[src/rtl/btg_pkg.sv]
// Package for the BT.601 grayscale luma block: widths, coefficients and shared types.
// No dependencies; imported by btg_rgb_decode, bt601_grayscale_luma and tb_top.
package btg_pkg;

   localparam int PIX_W  = 8;
   localparam int SUM_W  = 20;
   localparam int WSUM_W = 18;
   localparam int PROD_W = 37;
   localparam int ENC_W  = 16;

   localparam int COEF_Y      = 298;
   localparam int COEF_RV     = 409;
   localparam int COEF_GU     = 100;
   localparam int COEF_GV     = 208;
   localparam int COEF_BU     = 516;
   localparam int CHROMA_OFS  = 128;
   localparam int LUMA_OFS    = 16;
   localparam int ROUND_HALF  = 128;

   localparam int WEIGHT_R    = 299;
   localparam int WEIGHT_G    = 587;
   localparam int WEIGHT_B    = 114;
   localparam int GRAY_ROUND  = 500;
   localparam int GRAY_MAX_SUM = 255500;

   localparam int RECIP_1000  = 268436;
   localparam int RECIP_SHIFT = 28;

   localparam int ENC_SCALE   = 220;
   localparam int ENC_ROUND   = 128;
   localparam int ENC_SHIFT   = 8;
   localparam int ENC_MIN     = 16;
   localparam int ENC_MAX     = 235;

   typedef struct packed {
      logic [PIX_W-1:0] r;
      logic [PIX_W-1:0] g;
      logic [PIX_W-1:0] b;
   } rgb_type;

endpackage

[src/rtl/btg_rgb_decode.sv]
// Two-stage BT.601 limited-range YUV to RGB decoder with rounding and clamping.
// Depends on btg_pkg.
module btg_rgb_decode
   import btg_pkg::*;
(
   input  logic             clock,
   input  logic             reset,
   input  logic             in_valid,
   input  logic [PIX_W-1:0] luma,
   input  logic [PIX_W-1:0] cb_raw,
   input  logic [PIX_W-1:0] cr_raw,
   output logic             out_valid,
   output rgb_type          rgb
);

   function automatic logic [PIX_W-1:0] clamp_byte(input logic signed [SUM_W-1:0] sum);
      logic signed [SUM_W-1:0] sh;
      sh = sum >>> 8;
      if (sh < 0) begin
         return '0;
      end else if (sh > SUM_W'(255)) begin
         return '1;
      end
      return sh[PIX_W-1:0];
   endfunction

   logic signed [SUM_W-1:0] c_val, cb_val, cr_val;
   logic signed [SUM_W-1:0] sum_r_in, sum_g_in, sum_b_in;
   logic signed [SUM_W-1:0] sum_r_ff, sum_g_ff, sum_b_ff;
   logic                    v1_ff, v2_ff;
   rgb_type                 rgb_in, rgb_ff;

   always_comb begin
      c_val    = $signed(SUM_W'(luma)) - SUM_W'(LUMA_OFS);
      cb_val   = $signed(SUM_W'(cb_raw)) - SUM_W'(CHROMA_OFS);
      cr_val   = $signed(SUM_W'(cr_raw)) - SUM_W'(CHROMA_OFS);
      sum_r_in = SUM_W'(COEF_Y) * c_val + SUM_W'(COEF_RV) * cr_val + SUM_W'(ROUND_HALF);
      sum_g_in = SUM_W'(COEF_Y) * c_val - SUM_W'(COEF_GU) * cb_val
                 - SUM_W'(COEF_GV) * cr_val + SUM_W'(ROUND_HALF);
      sum_b_in = SUM_W'(COEF_Y) * c_val + SUM_W'(COEF_BU) * cb_val + SUM_W'(ROUND_HALF);
   end

   always_comb begin
      rgb_in.r = clamp_byte(sum_r_ff);
      rgb_in.g = clamp_byte(sum_g_ff);
      rgb_in.b = clamp_byte(sum_b_ff);
   end

   always_ff @(posedge clock) begin
      if (reset) begin
         v1_ff <= 1'b0;
         v2_ff <= 1'b0;
      end else begin
         v1_ff <= in_valid;
         v2_ff <= v1_ff;
      end
   end

   always_ff @(posedge clock) begin
      sum_r_ff <= sum_r_in;
      sum_g_ff <= sum_g_in;
      sum_b_ff <= sum_b_in;
      rgb_ff   <= rgb_in;
   end

   assign out_valid = v2_ff;
   assign rgb       = rgb_ff;

endmodule

[src/rtl/bt601_grayscale_luma.sv]
// Top level of the BT.601 grayscale luma pipeline: decode, weighted gray, re-encode.
// Depends on btg_pkg and btg_rgb_decode.
//
//   Channel   Ports                                          Direction
//   request   start, busy, req_luma_in/blue_diff/red_diff    in (busy out)
//   response  rsp_strobe, rsp_gray_luma                      out
//
// Five register stages: decoder sums, decoder rgb, wsum_ff, prod_ff, gray_luma_ff.
// One pixel is taken in every cycle; busy is always low.
// Synchronous reset clears the valid bits of every stage; data registers are not reset.
// The receiver cannot stall, so the pipeline never holds.
module bt601_grayscale_luma
   import btg_pkg::*;
(
   input  logic             clock,
   input  logic             reset,
   input  logic             start,
   output logic             busy,
   input  logic [PIX_W-1:0] req_luma_in,
   input  logic [PIX_W-1:0] req_blue_diff,
   input  logic [PIX_W-1:0] req_red_diff,
   output logic             rsp_strobe,
   output logic [PIX_W-1:0] rsp_gray_luma
);

   logic                rgb_valid;
   rgb_type             rgb;
   logic                v3_ff, v4_ff, v5_ff;
   logic [WSUM_W-1:0]   wsum_in, wsum_ff;
   logic [PROD_W-1:0]   prod_in, prod_ff;
   logic [PIX_W-1:0]    gray;
   logic [ENC_W-1:0]    enc_sum;
   logic [PIX_W-1:0]    gray_luma_in, gray_luma_ff;

   assign busy = 1'b0;

   btg_rgb_decode u_decode (
      .clock     (clock),
      .reset     (reset),
      .in_valid  (start && !busy),
      .luma      (req_luma_in),
      .cb_raw    (req_blue_diff),
      .cr_raw    (req_red_diff),
      .out_valid (rgb_valid),
      .rgb       (rgb)
   );

   always_comb begin
      wsum_in = WSUM_W'(WEIGHT_R) * WSUM_W'(rgb.r) + WSUM_W'(WEIGHT_G) * WSUM_W'(rgb.g)
                + WSUM_W'(WEIGHT_B) * WSUM_W'(rgb.b) + WSUM_W'(GRAY_ROUND);
      prod_in = PROD_W'(wsum_ff) * PROD_W'(RECIP_1000);
      gray    = prod_ff[RECIP_SHIFT+PIX_W-1:RECIP_SHIFT];
      enc_sum = ENC_W'(ENC_SCALE) * ENC_W'(gray) + ENC_W'(ENC_ROUND);
      gray_luma_in = enc_sum[ENC_SHIFT+PIX_W-1:ENC_SHIFT] + PIX_W'(ENC_MIN);
   end

   always_ff @(posedge clock) begin
      if (reset) begin
         v3_ff <= 1'b0;
         v4_ff <= 1'b0;
         v5_ff <= 1'b0;
      end else begin
         v3_ff <= rgb_valid;
         v4_ff <= v3_ff;
         v5_ff <= v4_ff;
      end
   end

   always_ff @(posedge clock) begin
      wsum_ff      <= wsum_in;
      prod_ff      <= prod_in;
      gray_luma_ff <= gray_luma_in;
   end

   assign rsp_strobe    = v5_ff;
   assign rsp_gray_luma = gray_luma_ff;

   a_latency: assert property (@(posedge clock) disable iff (reset)
      start |-> ##5 rsp_strobe)
      else $error("Transfer did not produce a result after five cycles.");

   a_out_range: assert property (@(posedge clock) disable iff (reset)
      rsp_strobe |-> (rsp_gray_luma >= PIX_W'(ENC_MIN) && rsp_gray_luma <= PIX_W'(ENC_MAX)))
      else $error("Result luma left the limited range.");

   a_wsum_bound: assert property (@(posedge clock) disable iff (reset)
      v4_ff |-> ($past(wsum_ff) <= WSUM_W'(GRAY_MAX_SUM)))
      else $error("Weighted gray sum exceeded its bound.");

endmodule

[config.mk]
export PLATFORM = sky130hd
export DESIGN_NAME = bt601_grayscale_luma
export DESIGN_NICKNAME = d
export VERILOG_FILES = /design/src/rtl/btg_pkg.sv /design/src/rtl/btg_rgb_decode.sv /design/src/rtl/bt601_grayscale_luma.sv
export SDC_FILE = /design/constraint.sdc
export NUM_CORES = 1
export LEC_CHECK = 0
export BUFFER_PORTS_ARGS = -buffer_cell sky130_fd_sc_hd__clkbuf_2
export CORE_AREA = 2 2 185 187
export DETAILED_ROUTE_END_ITERATION = 7
export DIE_AREA = 0 0 187 189
export PLACE_DENSITY = 0.67
export SYNTH_ARGS = -nofsm -noshare
export SYNTH_HDL_FRONTEND = slang
export SYNTH_SLANG_ARGS = --single-unit
[constraint.sdc]
create_clock -name clock -period 19.65 [get_ports clock]
set_input_delay 1.965 -clock clock [delete_from_list [all_inputs] [get_ports clock]]
set_output_delay 1.965 -clock clock [all_outputs]
set_load 0.1 [all_outputs]
* After elaboration in Yosys (flattened, before gate mapping) *
Cells that the tools add are included.

word-level totals
  register bits = 149
  output and inout port bits = 10

operators by class
  add/subtract/negate cells = 15
  $mul = 10
  order comparisons = 6
  muxes and demuxes = 15

operators by type and width
  operator                count
  $mux 8                  9
  $add 20x9->20 const B   3
  $add 20x20->20          2
  $sub 20x20->20          2
  $gt 12x9->1 const B     3
  $lt 12x1->1 const B     3
  $mul 18x17->34 const B  1
  $mul 6x8->14 const A    2
  $mul 10x20->20 const A  1
  $mul 5x20->16 const A   1
  $mul 6x20->18 const A   1
  $mul 9x20->18 const A   1
  $mul 9x20->19 const A   1
  $add 17x18->18          1
  $add 18x15->18          1
  $add 18x9->18 const B   1
  $mul 10x8->18 const A   1
  $sub 8x8->9 const B     2
  $mul 9x8->17 const A    1
  $add 16x8->16 const B   1
  $sub 8x5->9 const B     1
  $add 8x5->8 const B     1
  $mux 1                  6

* Logic depth before layout (Yosys ltp) *
Gate-level depths: netlist of the first run.

  word-level depth = 5
  mapped depth = 30
  depth with buffers taken out = 30

* Cells and area by module *
Synthesis of the first run repeated with hierarchy kept, for this count alone.

second synthesis, totals
  cell total of the unflattened synthesis = 1837
  area, all modules = 17997.3 µm²

by module, submodules not included
  module                instances  cells each  area an instance (µm²)  sequential area each (µm²)
  bt601_grayscale_luma  1          984         9624.2                  740.7
  btg_rgb_decode        1          853         8373.0                  1241.2

* Least setup slack after synthesis of the first run *
OpenSTA, ideal clock, no wires.

  path kind = input -> register
  start = in req_luma_in[4]
  end = reg u_decode.sum_r_ff[19]
  data arrival time = 8586 ps
  required time = 19532 ps
  path slack = 10946 ps
  cell stages on the path = 28
  path through = inv_1 ha_1 nor3b_1 buf_1 ha_1 ha_1 inv_1 fa_1 fa_1 inv_1 ha_1 a21oi_1 o21bai_1 xor2_1 ha_1 inv_1 fa_1 inv_1 fa_1 ha_1 a21o_1 a21o_1 a2111o_1 o311a_1 o21a_1 o21ai_1 and2b_1 xnor2_1

between the ends
  longest elaborated chain between the ends = 4

ends and longest elaborated chain
  element                          line                        source
  start: declaration               bt601_grayscale_luma.sv:19  input logic [PIX_W-1:0] req_luma_in,
  $sub 8x5->9                      btg_rgb_decode.sv:34        c_val = $signed(SUM_W'(luma)) - SUM_W'(LUMA_OFS);
  $mul 9x20->19                    btg_rgb_decode.sv:37        sum_r_in = SUM_W'(COEF_Y) * c_val + SUM_W'(COEF_RV) * cr_val + SUM_W'(ROUND_HALF);
  $add 20x20->20                   btg_rgb_decode.sv:37
  $add 20x9->20                    btg_rgb_decode.sv:37
  named net u_decode.sum_r_in[19]  btg_rgb_decode.sv:28        logic signed [SUM_W-1:0] sum_r_in, sum_g_in, sum_b_in;
  end signal: assignment           btg_rgb_decode.sv:60        sum_r_ff <= sum_r_in;
  end: declaration                 btg_rgb_decode.sv:29        logic signed [SUM_W-1:0] sum_r_ff, sum_g_ff, sum_b_ff;

The timed path passes the listed nets, and every way through them passes these cells.
A chain may end at the register's enable or synchronous reset.

* Worst setup path in the final report of the first run *
Ends and elaborated chain as after synthesis.

==> qor.txt, run 1 <==
Final Hold Violating Endpoints: 0
CTS Hold Buffers Added: 0
Root Driver: clkbuf_16
final worst setup slack: 10.36 ns
endpoint type of the worst setup path: flip-flop
Post-synth EDFFs: 0
die height: 189 um
area of the multi-input gates: 0.0142 mm2
max-slew violations: 0
Ant. Diodes: 0
Clock Sinks: 99
I/O Pins: 37
Hold Path Class: reg -> reg
CP Launch Type: primary input
vias: 12000
worst endpoint required time: 19.94 ns
Primary FF master, synth: dfxtp_1
maximum clock rate: 108 MHz
ranking of synthesized cells by area: ha_1 (35%), fa_1 (22%), dfxtp_1 (11%)
layout cells sized above 1: 0.0381
number of routed nets with antenna violations: 0
min cycle time layout: 9.29 ns
Reg area: 0.00198 mm2
P&R area growth vs syn: 5.66%
first-pass GRT wire length: 59.6 mm
Synth top area share: 0.355
simple-gate share of the synthesized area: 0.0543
syn_nets: 2591
Nets: 2626
GRT Util Overall: 0.206
Setup WS pre-CTS: 9.99 ns
Post-CTS Resized: 0
maxcap violations: 0
floorplan core area: 0.0333 mm2
Worst Path Buf+Inv: 6
clock skew: 0.00921 ns
CP delay by family, top: adder cells
Post-Syn Area: 0.0181 mm2
sequential share of the synthesized area: 0.110
CTS Buffer Depth: 2
Slew @ Worst Pin: 1.06 ns
ys async rst share: 0
postcts setup bufs: 0
post-synthesis xor/xnor area fraction: 0.0640
#FFs+latches synth: 99
Critical Path Most Common Cell: ha_1
DRT Pass-1 Iters: 5
total CTS buffers: 9
Max-slew headroom: 0.289
compound-cell area share of the yosys netlist: 0.0927
final hold slack: 0.437 ns
adder-cell share of the synthesized area: 0.577
# rows: 67
crit-path max FO: 15
fillers: 2957
initial antenna violation count: 0
largest net degree at the start of global routing: 20
initial core utilization: 0.542
Tcrit/Tclk final: 0.473
DRT Wirelength: 34.1 mm
Final Instance Area: 0.0191 mm2
mux share of post-synthesis cell area: 0.00125
critical path data arrival time: 9.58 ns
Buffers on Ports: 35
RePlAce Congestion: 0.809
crit path kind: in -> reg
clock latency at the later pin of the worst-skew pair: 0.36 ns
RSZ-0062 raised after global routing: false
Setup Viol. Count Final: 0
die area: 0.0353 mm2
number of synthesis warnings: 0
DP Area: 0.0188 mm2
Synth cell types: 66
synthesized instance count: 1852
Die W: 187 um
drt drc: 0
mean routed wirelength per cell: 14.6 um
Synth area leader: ha_1
CTS tree: done
DR iter-0 viols: 388
most common cell in the synthesized netlist: ha_1
slowest cell on the critical path: nor3b_2
post-DP HPWL: 30.9 mm
main combinational cell family by area after synthesis: adder cells
# H-tree levels: 3
Mean Syn Cell Area: 9.75 um2
Worst path max stage delay: 0.86 ns
total negative slack: 0 ns
status: complete, no violations
Reg clk slew, reported paths: 0.07 ns
synth cell count leaders: ha_1 (512), inv_1 (473), fa_1 (200), dfxtp_1 (99), xnor2_1 (87)
DR vias/cell: 5.12
vias in the first global route: 12800
Congestion Overflow GR: 0
## flip-flops by register name, summed over array words and instances (netlist names), 8 cells and up
signal	flops
wsum_ff	18
rsp_gray_luma	8
u_decode.sum_g_ff	12
u_decode.sum_b_ff	12
u_decode.rgb	24
u_decode.sum_r_ff	12
prod_ff	8
## metal layers
| metal | global-route usage | up-vias | routed length [um] |
|---|---|---|---|
| met5 | 0 | - | 0 |
| met4 | 0.0311 | 0 | 257 |
| met3 | 0.0169 | 16 | 447 |
| met2 | 0.402 | 82 | 17900 |
| met1 | 0.251 | 5779 | 15500 |
| li1 | - | 6104 | - |
## layout make-up
class / count / area share
Sequential cell: 99 / 0.104
Clock inverter: 7 / 0.00512
Timing Repair Buffer: 36 / 0.00958
Inverter: 473 / 0.0931
Multi-Input combinational cell: 1268 / 0.747
Tap cell: 448 / 0.0294
Clock buffer: 9 / 0.0118
## cells in the final DEF, fill, tap and decap left out, drive strengths merged, types with 4 or more instances in the layout
| cell type | n |
|---|---|
| ha | 512 |
| inv | 476 |
| fa | 200 |
| dfxtp | 99 |
| xnor2 | 88 |
| a21oi | 65 |
| nor2 | 48 |
| clkbuf | 44 |
| xor2 | 43 |
| a21o | 36 |
| o21ai | 34 |
| nand2 | 31 |
| nor3 | 25 |
| o41a | 25 |
| o21a | 16 |
| nor2b | 16 |
| nand3 | 16 |
| o21bai | 13 |
| nand2b | 13 |
| and3 | 10 |
| a211oi | 8 |
| nand4 | 7 |
| a31o | 5 |
| a31oi | 4 |
| or3 | 4 |
| a211o | 4 |
## final timing paths
kind | slack [ns] | start | end | cells after the start
worst max-delay path | 10.36 | req_luma_in[4] | u_decode.sum_r_ff[19] | 28
worst min-delay path | 0.44 | v4_ff | rsp_strobe | 1
worst max register to register | 12.91 | u_decode.rgb[1] | wsum_ff[17] | 23
worst min register to register | 0.44 | v4_ff | rsp_strobe | 1
## metrics by stage
stage / utilization / cells
CTS: 0.573 / 2340
global route: 0.573 / 2340
global placement: 0.563 / 2324
floorplan: - / 1852
finish: 0.573 / 2340
detailed placement: 0.563 / 2324
## logic make-up (layout without fill, tap and decap cells)
group	count (synthesis)	in the layout
xor+xnor	131	131
simple gates	190	190
other cells	1	1
buf+inv	485	525
flops	99	99
mux	2	2
fa+ha+maj	712	712
compound gates	232	232
Power of run 1 is left out: the tool's default activity adds up to more than one toggle a clock period on the data nets, which glitch-free logic cannot reach.
==> inputs of run 2 (changes only) <==
==> constraint.sdc (replaced) <==
create_clock -name clock -period 8.9 [get_ports clock]
set_input_delay 0.89 -clock clock [delete_from_list [all_inputs] [get_ports clock]]
set_output_delay 0.89 -clock clock [all_outputs]
set_load 0.1 [all_outputs]
==> run 2 against run 1 <==
Critical path depth increased by 2. First-iteration DRC count is 11% lower. Final cell count about the same. Utilization about the same. Sequential share of layout area barely moved. Register-to-register slack got worse by 11 ns. Wire length is 0.68% lower. Hold slack improved by 0.0015 ns. Clock skew down 0.0033 ns. Via count about the same. Critical path type unchanged. Highest routed layer unchanged.
==> qor.txt, run 2 (same netlist as run 1, synthesis figures left out) <==
maximum clock rate: 129 MHz
Clock Sinks: 99 (unchanged)
Cell Count, Final, Fillers Out: 2342 (+0.085%)
crit-path max FO: 5 (-10)
worst endpoint required time: 9.18 ns (-10.76 ns)
endpoint type of the worst setup path: flip-flop
clock skew: 0.00587 ns (-0.00334 ns)
die area: 0.0353 mm2 (unchanged)
CP Launch Type: primary input
CP delay by family, top: adder cells
commonest non-fill, non-tap cell in the layout: ha_1
slowest cell on the critical path: fa_1
Post-CTS Resized: 0 (unchanged)
total negative slack: 0 ns (unchanged)
initial antenna violation count: 0 (unchanged)
Nets: 2628 (+0.076%)
Critical Path Most Common Cell: ha_1
Ant. Diodes: 0 (unchanged)
Reg clk slew, reported paths: 0.07 ns (about the same)
Worst path max stage delay: 0.53 ns (-0.33 ns)
crit path kind: in -> reg
CTS Hold Buffers Added: 0 (unchanged)
largest net degree at the start of global routing: 20 (unchanged)
RSZ-0062 raised after global routing: false
Root Driver: clkbuf_16
CTS tree: done
number of routed nets with antenna violations: 0 (unchanged)
GRT Util Overall: 0.207 (+0.000348)
min cycle time layout: 7.76 ns
max reg flops: 24 (unchanged)
Die W: 187 um (unchanged)
max-slew violations: 0 (unchanged)
maxcap violations: 0 (unchanged)
Congestion Overflow GR: 0 (unchanged)
I/O Pins: 37 (unchanged)
DRT Pass-1 Iters: 5 (unchanged)
die height: 189 um (unchanged)
Tcrit/Tclk final: 0.872
Placed Cells: 2326 (+0.086%)
layout cells sized above 1: 0.0391 (+0.00102)
Buffers on Ports: 35 (unchanged)
post-DP HPWL: 30.5 mm (-1.1%)
CTS Buffer Depth: 2 (unchanged)
final core occ: 0.574 (about the same)
RePlAce Congestion: 0.846 (+4.6%)
DP Area: 0.0188 mm2 (about the same)
DRT Wirelength: 33.9 mm (-0.68%)
Max-slew headroom: 0.427 (+0.138)
most frequent cells in the layout: ha_1 (512), inv_1 (473), fa_1 (200)
first-pass GRT wire length: 59.8 mm (+0.45%)
mean routed wirelength per cell: 14.5 um (-0.76%)
Worst Path Buf+Inv: 6 (unchanged)
DR vias/cell: 5.11 (-0.12%)
clock latency at the later pin of the worst-skew pair: 0.36 ns (about the same)
DR iter-0 viols: 346 (-11%)
total CTS buffers: 9 (unchanged)
# H-tree levels: 3 (unchanged)
floorplan core area: 0.0333 mm2 (unchanged)
Final Hold Violating Endpoints: 0 (unchanged)
Final Instance Area: 0.0191 mm2 (about the same)
drt drc: 0 (unchanged)
Setup Viol. Count Final: 0 (unchanged)
vias in the first global route: 12700 (-0.40%)
# rows: 67 (unchanged)
critical path data arrival time: 8.04 ns (-1.54 ns)
initial core utilization: 0.542 (unchanged)
postcts setup bufs: 0 (unchanged)
P&R area growth vs syn: 5.74% (about the same)
status: complete, no violations
Hold Path Class: reg -> reg
vias: 12000 (-0.033%)
Slew @ Worst Pin: 0.854 ns (-0.208 ns)
==> run 2: cell types whose count changed in the layout (fill, tap and decap cells not counted) <==
cell and change:
clkinvlp_4 +1, inv_6 -1, buf_4 +2
==> run 2: through the flow <==
step / worst slack, ns / hold slack, ns
global route: 0.602 / 0.462
detailed placement: 0.782 / 0.426
finish: 1.14 / 0.439
global placement: 1.02 / 0.418
floorplan: 1.27 / 0.414
CTS: 1.13 / 0.441
==> run 2: metal layers <==
metal / up-vias / GRT usage / share of wire
met3: 24 / 0.0143 / 0.014
met2: 88 / 0.382 / 0.50
li1: 6118 / - / -
met5: - / 0 / 0
met1: 5747 / 0.264 / 0.47
met4: 0 / 0.0458 / 0.015
==> run 2: path summary, 6_finish.rpt <==
path                                         endpoint            start  depth (start not counted)  slack, ns
worst min register to register             rsp_strobe            v4_ff                          1       0.44
worst max register to register            wsum_ff[17]  u_decode.rgb[1]                         23       2.01
worst max-delay path            u_decode.sum_r_ff[19]   req_luma_in[4]                         30       1.14
worst min-delay path                       rsp_strobe            v4_ff                          1       0.44
==> run 2: cell type report <==
| type | instances | area (um2) |
|---|---|---|
| clock buffer | 9 | 225 |
| clock inverter | 7 | 96.3 |
| fill | 2906 | 14200 |
| tap | 448 | 561 |
| sequential | 99 | 1980 |
| timing repair buffer | 38 | 198 |
| multi-input combinational | 1268 | 14200 |
| inverter | 473 | 1780 |
==> run 2: worst reg2reg max path, cell delays in order (launching register included) <==
cell and delay [ns]:
dfxtp_1 0.47, inv_1 0.10, fa_1 0.54, inv_1 0.05, fa_1 0.46, ha_1 0.32, inv_1 0.07, fa_1 0.45
xnor2_1 0.20, ha_1 0.27, ha_1 0.30, fa_1 0.52, inv_1 0.05, fa_1 0.46, fa_1 0.54, inv_1 0.04
ha_1 0.35, nand2_1 0.07, o311ai_0 0.60, nor4_1 0.11, nor3_1 0.33, a211oi_1 0.20, a21oi_1 0.20, xnor2_1 0.13
Power of run 2 is left out for the same reason.
==> inputs of run 3 (changes only) <==
--- a/config.mk
+++ b/config.mk
@@ -5,11 +5,13 @@
 export SDC_FILE = /design/constraint.sdc
 export NUM_CORES = 1
 export LEC_CHECK = 0
+export ABC_AREA = 1
 export BUFFER_PORTS_ARGS = -buffer_cell sky130_fd_sc_hd__clkbuf_2
-export CORE_AREA = 2 2 185 187
+export CORE_AREA = 2 2 175 177
+export CTS_CLUSTER_DIAMETER = 80
 export DETAILED_ROUTE_END_ITERATION = 7
-export DIE_AREA = 0 0 187 189
-export PLACE_DENSITY = 0.67
+export DIE_AREA = 0 0 177 179
+export PLACE_DENSITY = 0.79
 export SYNTH_ARGS = -nofsm -noshare
 export SYNTH_HDL_FRONTEND = slang
 export SYNTH_SLANG_ARGS = --single-unit
==> run 3 against run 2 <==
Synthesized cell count is 21% higher. Via count grew 20%. Clock-buffer cell count stayed put. Sequential share of layout area fell by 0.57 points. Fmax rose by 12%. Highest routed layer unchanged. Global-route usage grew 6.3 points. Register-to-register slack improved by 0.19 ns. Sequential cell count stayed put.
==> qor.txt, run 3 <==
ys async rst share: 0 (unchanged)
Critical Path Most Common Cell: ha_1
synth cell count leaders: inv_1 (580), ha_1 (512), nand2_1 (256), fa_1 (200), a21oi_1 (122)
min cycle time layout: 6.93 ns (-0.832 ns)
final worst setup slack: 1.97 ns (+0.832 ns)
maximum clock rate: 144 MHz (+12%)
Synth top area share: 0.333 (-0.0215)
post-DP HPWL: 35.2 mm (+15%)
number of synthesis warnings: 0 (unchanged)
clock latency at the later pin of the worst-skew pair: 0.37 ns (about the same)
Die W: 177 um (-5.3%)
Setup Viol. Count Final: 0 (unchanged)
mean routed wirelength per cell: 14.8 um (+2.5%)
worst endpoint required time: 9.15 ns (-0.03 ns)
P&R area growth vs syn: 5.12%
final core occ: 0.673 (+0.0992)
Synth cell types: 48 (-27%)
endpoint type of the worst setup path: flip-flop
Tcrit/Tclk final: 0.778 (-0.0935)
largest net degree at the start of global routing: 22 (+10%)
most frequent cells in the layout: inv_1 (580), ha_1 (512), nand2_1 (256)
GRT Util Overall: 0.270 (+0.0629)
crit-path max FO: 17 (+12)
postcts setup bufs: 0 (unchanged)
Root Driver: clkbuf_16
CP Launch Type: primary input
Ant. Diodes: 0 (unchanged)
synthesized instance count: 2249 (+21%)
Slew @ Worst Pin: 0.587 ns (-0.267 ns)
clock skew: 0.00811 ns (+0.00224 ns)
maxcap violations: 0 (unchanged)
Reg area: 0.00198 mm2 (unchanged)
die height: 179 um (-5.3%)
Congestion Overflow GR: 0 (unchanged)
ranking of synthesized cells by area: ha_1 (33%), fa_1 (21%), inv_1 (11%)
RSZ-0062 raised after global routing: false
Nets: 3033 (+15%)
commonest non-fill, non-tap cell in the layout: inv_1
total CTS buffers: 9 (unchanged)
drt drc: 0 (unchanged)
# H-tree levels: 3 (unchanged)
max-slew violations: 0 (unchanged)
Post-synth EDFFs: 0 (unchanged)
die area: 0.0317 mm2 (-10%)
Mean Syn Cell Area: 8.54 um2 (-12%)
CTS Buffer Depth: 2 (unchanged)
DR iter-0 viols: 581 (+68%)
initial antenna violation count: 0 (unchanged)
sequential share of the synthesized area: 0.103 (-0.00666)
number of routed nets with antenna violations: 0 (unchanged)
R2R Setup Slk: 2.20 ns (+0.19 ns)
DRT Pass-1 Iters: 7 (+2)
fillers: 2401 (-17%)
Worst path max stage delay: 0.59 ns (+0.06 ns)
CTS Hold Buffers Added: 0 (unchanged)
layout cells sized above 1: 0.0396 (+0.000512)
total negative slack: 0 ns (unchanged)
status: complete, no violations
Synth area leader: ha_1
Setup WS pre-CTS: 1.60 ns (+0.817 ns)
first-pass GRT wire length: 68.6 mm (+15%)
Hold Path Class: reg -> reg
DRT Wirelength: 39.9 mm (+18%)
Post-Syn Area: 0.0192 mm2 (+6.5%)
Clock Sinks: 99 (unchanged)
most common cell in the synthesized netlist: inv_1
Worst R2R Path Depth: 24 (+4.3%)
Post-CTS Resized: 0 (unchanged)
syn_nets: 2988 (+15%)
vias: 14300 (+20%)
initial core utilization: 0.640 (+0.0976)
I/O Pins: 37 (unchanged)
DR vias/cell: 5.32 (+4.1%)
#FFs+latches synth: 99 (unchanged)
Reg clk slew, reported paths: 0.08 ns (about the same)
slowest cell on the critical path: fa_1
CTS tree: done
Final Instance Area: 0.0202 mm2 (+5.8%)
area of the multi-input gates: 0.0150 mm2 (+5.5%)
# rows: 64 (-4.5%)
Max-slew headroom: 0.607 (+0.180)
max reg flops: 24 (unchanged)
Primary FF master, synth: dfxtp_1
crit path kind: in -> reg
Buffers on Ports: 35 (unchanged)
vias in the first global route: 15200 (+19%)
floorplan core area: 0.0300 mm2 (-9.8%)
DP Area: 0.0199 mm2 (+6.0%)
RePlAce Congestion: 0.896 (+5.9%)
critical path data arrival time: 7.18 ns (-0.86 ns)
Final Hold Violating Endpoints: 0 (unchanged)
worst hold path depth: 2 (+1)
## run 3: path summary, 6_finish.rpt
| check | start | to |
|---|---|---|
| setup reg to reg | u_decode.rgb[1] | wsum_ff[15] |
| hold / removal | u_decode.v1_ff | u_decode.out_valid |
| hold reg to reg | u_decode.v1_ff | u_decode.out_valid |
| setup / recovery | req_luma_in[4] | u_decode.sum_r_ff[14] |
## run 3: area by class of cell
cell class,count,share of cell area
Sequential cell,99,0.0981
Timing Repair Buffer,37,0.00941
Inverter,583,0.108
Clock inverter,7,0.00452
Clock buffer,9,0.0111
Multi-Input combinational cell,1564,0.744
Tap cell,396,0.0245
## run 3: metrics by stage
stage / hold slack (ns) / cells
6_report: 0.404 / 2695
5_1_grt: 0.435 / 2695
4_1_cts: 0.407 / 2695
3_5_place_dp: 0.396 / 2679
3_3_place_gp: 0.388 / 2679
2_1_floorplan: 0.388 / 2249
## run 3: logic make-up (layout without fill, tap and decap cells)
logic type,count (synthesis),count (layout),synth area share
xor+xnor,118,118,0.0548
buf+inv,586,636,0.115
other cells,1,1,0.000195
flops,99,99,0.103
simple gates,477,477,0.108
compound gates,256,256,0.0769
fa+ha+maj,712,712,0.542
## run 3: layer usage
metal | global-route usage | share of wire
met1 | 0.296 | 0.41
met3 | 0.0197 | 0.021
met2 | 0.525 | 0.52
met4 | 0.124 | 0.045
met5 | 0 | 0
## run 3: critical path, delay by kind of cell
kind                     cells  cell delay (ns)
XOR/XNOR                     2             0.62
buffers and inverters        7             0.76
AND/OR/NAND/NOR              4             0.31
adder cells (fa/ha/maj)     10             3.66
AO/OA/AOI/OAI                4             0.95
Power of run 3 is left out for the same reason.
